[src/rtl/landmark_refcount_table_defines.svh]
// Assertion macros used by the landmark table datapath
`ifndef LANDMARK_REFCOUNT_TABLE_DEFINES_SVH
`define LANDMARK_REFCOUNT_TABLE_DEFINES_SVH

// implication checked on every edge outside reset
`define LRT_ASSERT_IMP(lbl, clk, rst_n, ante, cons) \
  lbl: assert property (@(posedge clk) disable iff (!rst_n) (ante) |-> (cons)) \
    else $error("assertion failed");

// implication with the consequent checked in the next cycle
`define LRT_ASSERT_NEXT(lbl, clk, rst_n, ante, cons) \
  lbl: assert property (@(posedge clk) disable iff (!rst_n) (ante) |=> (cons)) \
    else $error("assertion failed");

`endif

[src/rtl/lrt_pkg.sv]
// Shared types and constants for the landmark table
`default_nettype none
package lrt_pkg;
  localparam logic [1:0] FUNC_ADD_AVG  = 2'd0;
  localparam logic [1:0] FUNC_ADD_CNT  = 2'd1;
  localparam logic [1:0] FUNC_REMOVE   = 2'd2;
  localparam logic [15:0] COUNT_MAX    = 16'hFFFF;
  localparam int unsigned DIV_STEPS    = 64;

  typedef enum logic [2:0] {
    ST_IDLE,
    ST_SEARCH,
    ST_READ,
    ST_DIVIDE,
    ST_WRITE,
    ST_OUTPUT
  } state_e;

  // controller -> datapath
  typedef struct packed {
    logic load;       // capture input beat
    logic scan_clr;   // restart slot scan
    logic scan_step;  // compare one slot
    logic rd;         // read hit slot
    logic div_start;  // load dividers
    logic div_step;   // one quotient bit per axis
    logic wr;         // commit slot and build result
  } lrt_cmd_t;

  // datapath -> controller
  typedef struct packed {
    logic scan_done;
    logic need_div;
    logic div_done;
  } lrt_sts_t;
endpackage
`default_nettype wire

[src/rtl/lrt_ctrl.sv]
// Sequencer for lookup, divide and commit
`default_nettype none
module lrt_ctrl (
  input  wire logic           clk_i,
  input  wire logic           rst_ni,
  input  wire logic           in_valid_i,
  output logic                in_ready_o,
  output logic                out_valid_o,
  input  wire logic           out_ready_i,
  output lrt_pkg::lrt_cmd_t   cmd_o,
  input  wire lrt_pkg::lrt_sts_t sts_i
);
  import lrt_pkg::*;
  state_e state_q, state_d;

  always_ff @(posedge clk_i or negedge rst_ni) begin
    if (!rst_ni) state_q <= ST_IDLE;
    else         state_q <= state_d;
  end

  always_comb begin
    state_d = state_q;
    unique case (state_q)
      ST_IDLE:   if (in_valid_i) state_d = ST_SEARCH;
      ST_SEARCH: if (sts_i.scan_done) state_d = ST_READ;
      ST_READ:   state_d = sts_i.need_div ? ST_DIVIDE : ST_WRITE;
      ST_DIVIDE: if (sts_i.div_done) state_d = ST_WRITE;
      ST_WRITE:  state_d = ST_OUTPUT;
      ST_OUTPUT: if (out_ready_i) state_d = ST_IDLE;
      default:   state_d = ST_IDLE;
    endcase
  end

  always_comb begin
    cmd_o       = '0;
    in_ready_o  = 1'b0;
    out_valid_o = 1'b0;
    unique case (state_q)
      ST_IDLE: begin
        in_ready_o     = 1'b1;
        cmd_o.load     = in_valid_i;
        cmd_o.scan_clr = 1'b1;
      end
      ST_SEARCH: begin
        cmd_o.scan_step = 1'b1;
        // hit slot is settled once the scan is done
        cmd_o.rd        = sts_i.scan_done;
      end
      ST_READ:   cmd_o.div_start = sts_i.need_div;
      ST_DIVIDE: cmd_o.div_step = 1'b1;
      ST_WRITE:  cmd_o.wr = 1'b1;
      ST_OUTPUT: out_valid_o = 1'b1;
      default: ;
    endcase
  end
endmodule
`default_nettype wire

[config.mk]
export PLATFORM = sky130hd
export DESIGN_NAME = lrt_ctrl
export DESIGN_NICKNAME = d
export VERILOG_FILES = /design/src/rtl/landmark_refcount_table_defines.svh /design/src/rtl/lrt_pkg.sv /design/src/rtl/lrt_ctrl.sv
export SDC_FILE = /design/constraint.sdc
export NUM_CORES = 1
export LEC_CHECK = 0
export ABC_AREA = 1
export BUFFER_PORTS_ARGS = -buffer_cell sky130_fd_sc_hd__buf_2
export CORE_AREA = 2 2 39 41
export CTS_BUF_LIST = sky130_fd_sc_hd__clkbuf_8
export CTS_CLUSTER_SIZE = 8
export DETAILED_ROUTE_END_ITERATION = 10
export DIE_AREA = 0 0 41 43
export HOLD_SLACK_MARGIN = 0.08
export MAX_ROUTING_LAYER = met4
export SYNTH_ARGS = -nofsm -noshare
export SYNTH_HDL_FRONTEND = slang
export SYNTH_SLANG_ARGS = --single-unit
[constraint.sdc]
create_clock -name clk_i -period 1.4 [get_ports clk_i]
set_clock_uncertainty 0.1 [all_clocks]
set_input_delay 0.14 -clock clk_i [delete_from_list [all_inputs] [get_ports clk_i]]
set_output_delay 0.14 -clock clk_i [all_outputs]
set_load 0.05 [all_outputs]
==> flow_summary.toml <==
[timing]
rsz0062_at_grt = "true"
final-hold-violation-count = 0
fin_crit_ps = 1380
finalSetupViolations = 0
clock.fmax_mhz = 724
slew_headroom_pct = 88.1
worstMarginPinSlew_ps = 178
finalCritPeriodShare_pct = 98.6
drv_slew = 0

[final_layout]
fin_cells = 82
layout_common_cells = "inv_1 (10), nand2_1 (10), nor2_2 (6), buf_2 (6), buf_6 (5)"
top_register = "state_q"
reg_top3 = "state_q: 3 flops"
drive_above_1_share_pct = 57.6
multi_input_area_um2 = 184
final_core_util_pct = 38.2
diodes = 0
largest_register_ffs = 3
fin_nets = 74
nFillCells = 157
seqCellArea_um2 = 78.8
areaGrowthSynthToFinish_pct = 92.7

[clocking]
cts_tree = "built"
cts_root_buf = "clkbuf_8"
htreeDepth = 1
numCtsBuffers = 3
clock_sinks = 3
clk_transition_reported_paths_ps = 30
clkLatencyLatePin_ps = 210
cts_max_path_buffers = 2

[setup_path]
crit_buf_inv = 2
critical_path.cell_chain = "inv_4 > nand3_2 > nor2_2 > buf_6"
cp_slowest_cell = "dfrtp_2"
rr_worst_depth = 6
cp.required_ps = 1160
critPathCaptureType = "output port"
r2r_start = "state_q[0]"
critPathLaunchType = "flip-flop"
r2r_end = "state_q[0]"
critPathTopFamily = "flip-flops"
cpPeakStageDelay_ps = 420
critPathArrivalTime_ps = 1140
crit_type = "reg -> out"
crit_path_max_fanout = 5
rrSetupSlack_ps = 170

[flow_run]
maxCapViolCount = 0

[min_path]
hold_path_class = "in -> reg"
holdPathEnd = "state_q[2]"
whs_path_depth = 4
hold_start = "out_ready_i"

[yosys]
synth_top_cell_area_share_pct = 27.4
netlist-cell-type-count = 12
syn_area_um2 = 274
synth_area_leaders = "dfrtp_1 (27%), inv_1 (15%), nand2_1 (14%)"
synth_cells = 46
yosysSeqAreaShare_pct = 27.4
syn_nets = 53
synth.largest_area_cell = "dfrtp_1"
syn-mean-instance-area_um2 = 5.96
ys_ff_latch = 3
ys_warn_count = 0

[floorplan]
ioPinCount = 16
rows = 14
die_h_um = 43
core_um2 = 1380
dieArea_um2 = 1760
die_x_um = 41
initial_core_util_pct = 19.8

[routing]
drc_errors = 0
routed_wl_um = 623
ant_nets = 0
dr_total_vias = 319
wire_per_inst_um = 7.60
dr.first_iter.drc_count = 4
firstDrtPassIters = 4
viasPerCell = 3.89

[global_route]
grt_pass1_wl_mm = 1.04
grt_max_degree = 8
grt.total_usage_pct = 9.37
grt_overflow = 0
grt_antenna_before_repair = 0
grt_pass1_vias = 298

[placed_design]
dpl.cell_count = 76
port_buffers = 15
dpl.hpwl_um = 502
place_congestion = 0.781

[power]
peakVddDrop_mv = 0.822
finalPower_mw = 1.44
power.density_nw_per_um2 = 2730
power.leakage_nw = 0.290

[status]
status = "finished clean"
layout make-up:
class / count / share of cell area [%]
Clock buffer: 3 / 7.82
Clock inverter: 1 / 0.711
Inverter: 12 / 9.72
Multi-Input combinational cell: 30 / 34.8
Sequential cell: 3 / 14.9
Tap cell: 16 / 3.79
Timing Repair Buffer: 17 / 28.2
synth_stat cells (all sizes together):
library cell	number
buf	1
dfrtp	3
inv	12
nand2	11
nand3	6
nor2	10
nor3	1
o21ai	2
worst register-to-register path, delay by kind of cell, from the launching register on:
| family | cells | cell delay [ps] |
|---|---|---|
| simple gates | 6 | 560 |
| flops | 1 | 460 |
worst max path at each step:
stage / start / end / slack, ps / depth (start not counted)
after floorplan: state_q[2] / cmd_o[5] / 20 / 4
after global placement: state_q[0] / cmd_o[6] / 120 / 4
after detailed placement: state_q[0] / cmd_o[6] / 120 / 4
after CTS: state_q[1] / cmd_o[6] / -8 / 4
after global routing: state_q[2] / cmd_o[3] / -40 / 4
final: state_q[2] / cmd_o[3] / 20 / 4
through the flow:
step | area, um^2 | hold WS (ps) | setup WS [ps] | TNS [ps]
floorplan | 285 | -256 | 16.5 | 0
global placement | 373 | -162 | 123 | 0
detailed placement | 373 | -163 | 116 | 0
CTS | 474 | 83.7 | -7.78 | -7.78
global route | 528 | 99.1 | -39.0 | -166
finish | 528 | 80.2 | 19.1 | 0
what timing repair did:
action,in CTS,in global routing
pin swaps,0,2
gates resized for setup,17,14
hold buffers,1,0
endpoints found under the hold margin,3,0
buffers inserted,0,1
endpoints found under the setup margin,8,10
cells by family after synthesis:
logic type      synth area share (%)
simple gates                    49.8
flops                           27.4
compound gates                  3.65
buf+inv                         19.2
metal layers:
metal	vias to the layer above	global-route usage [%]	part of all wire (%)
met3	2	3.14	6.1
met4	0	8.00	2.2
met5	-	-	0
li1	174	-	-
met2	9	14.4	53
met1	134	8.71	38
power by group:
group	switching [mW]	internal [mW]	leakage, nW	total, mW
Clock	0.0562	0.187	0.0269	0.243
Sequential	0.0800	0.132	0.0342	0.212
Combinational	0.637	0.350	0.229	0.986
Total	0.773	0.668	0.290	1.44
Note: power is estimated with default switching activity, not from simulation.
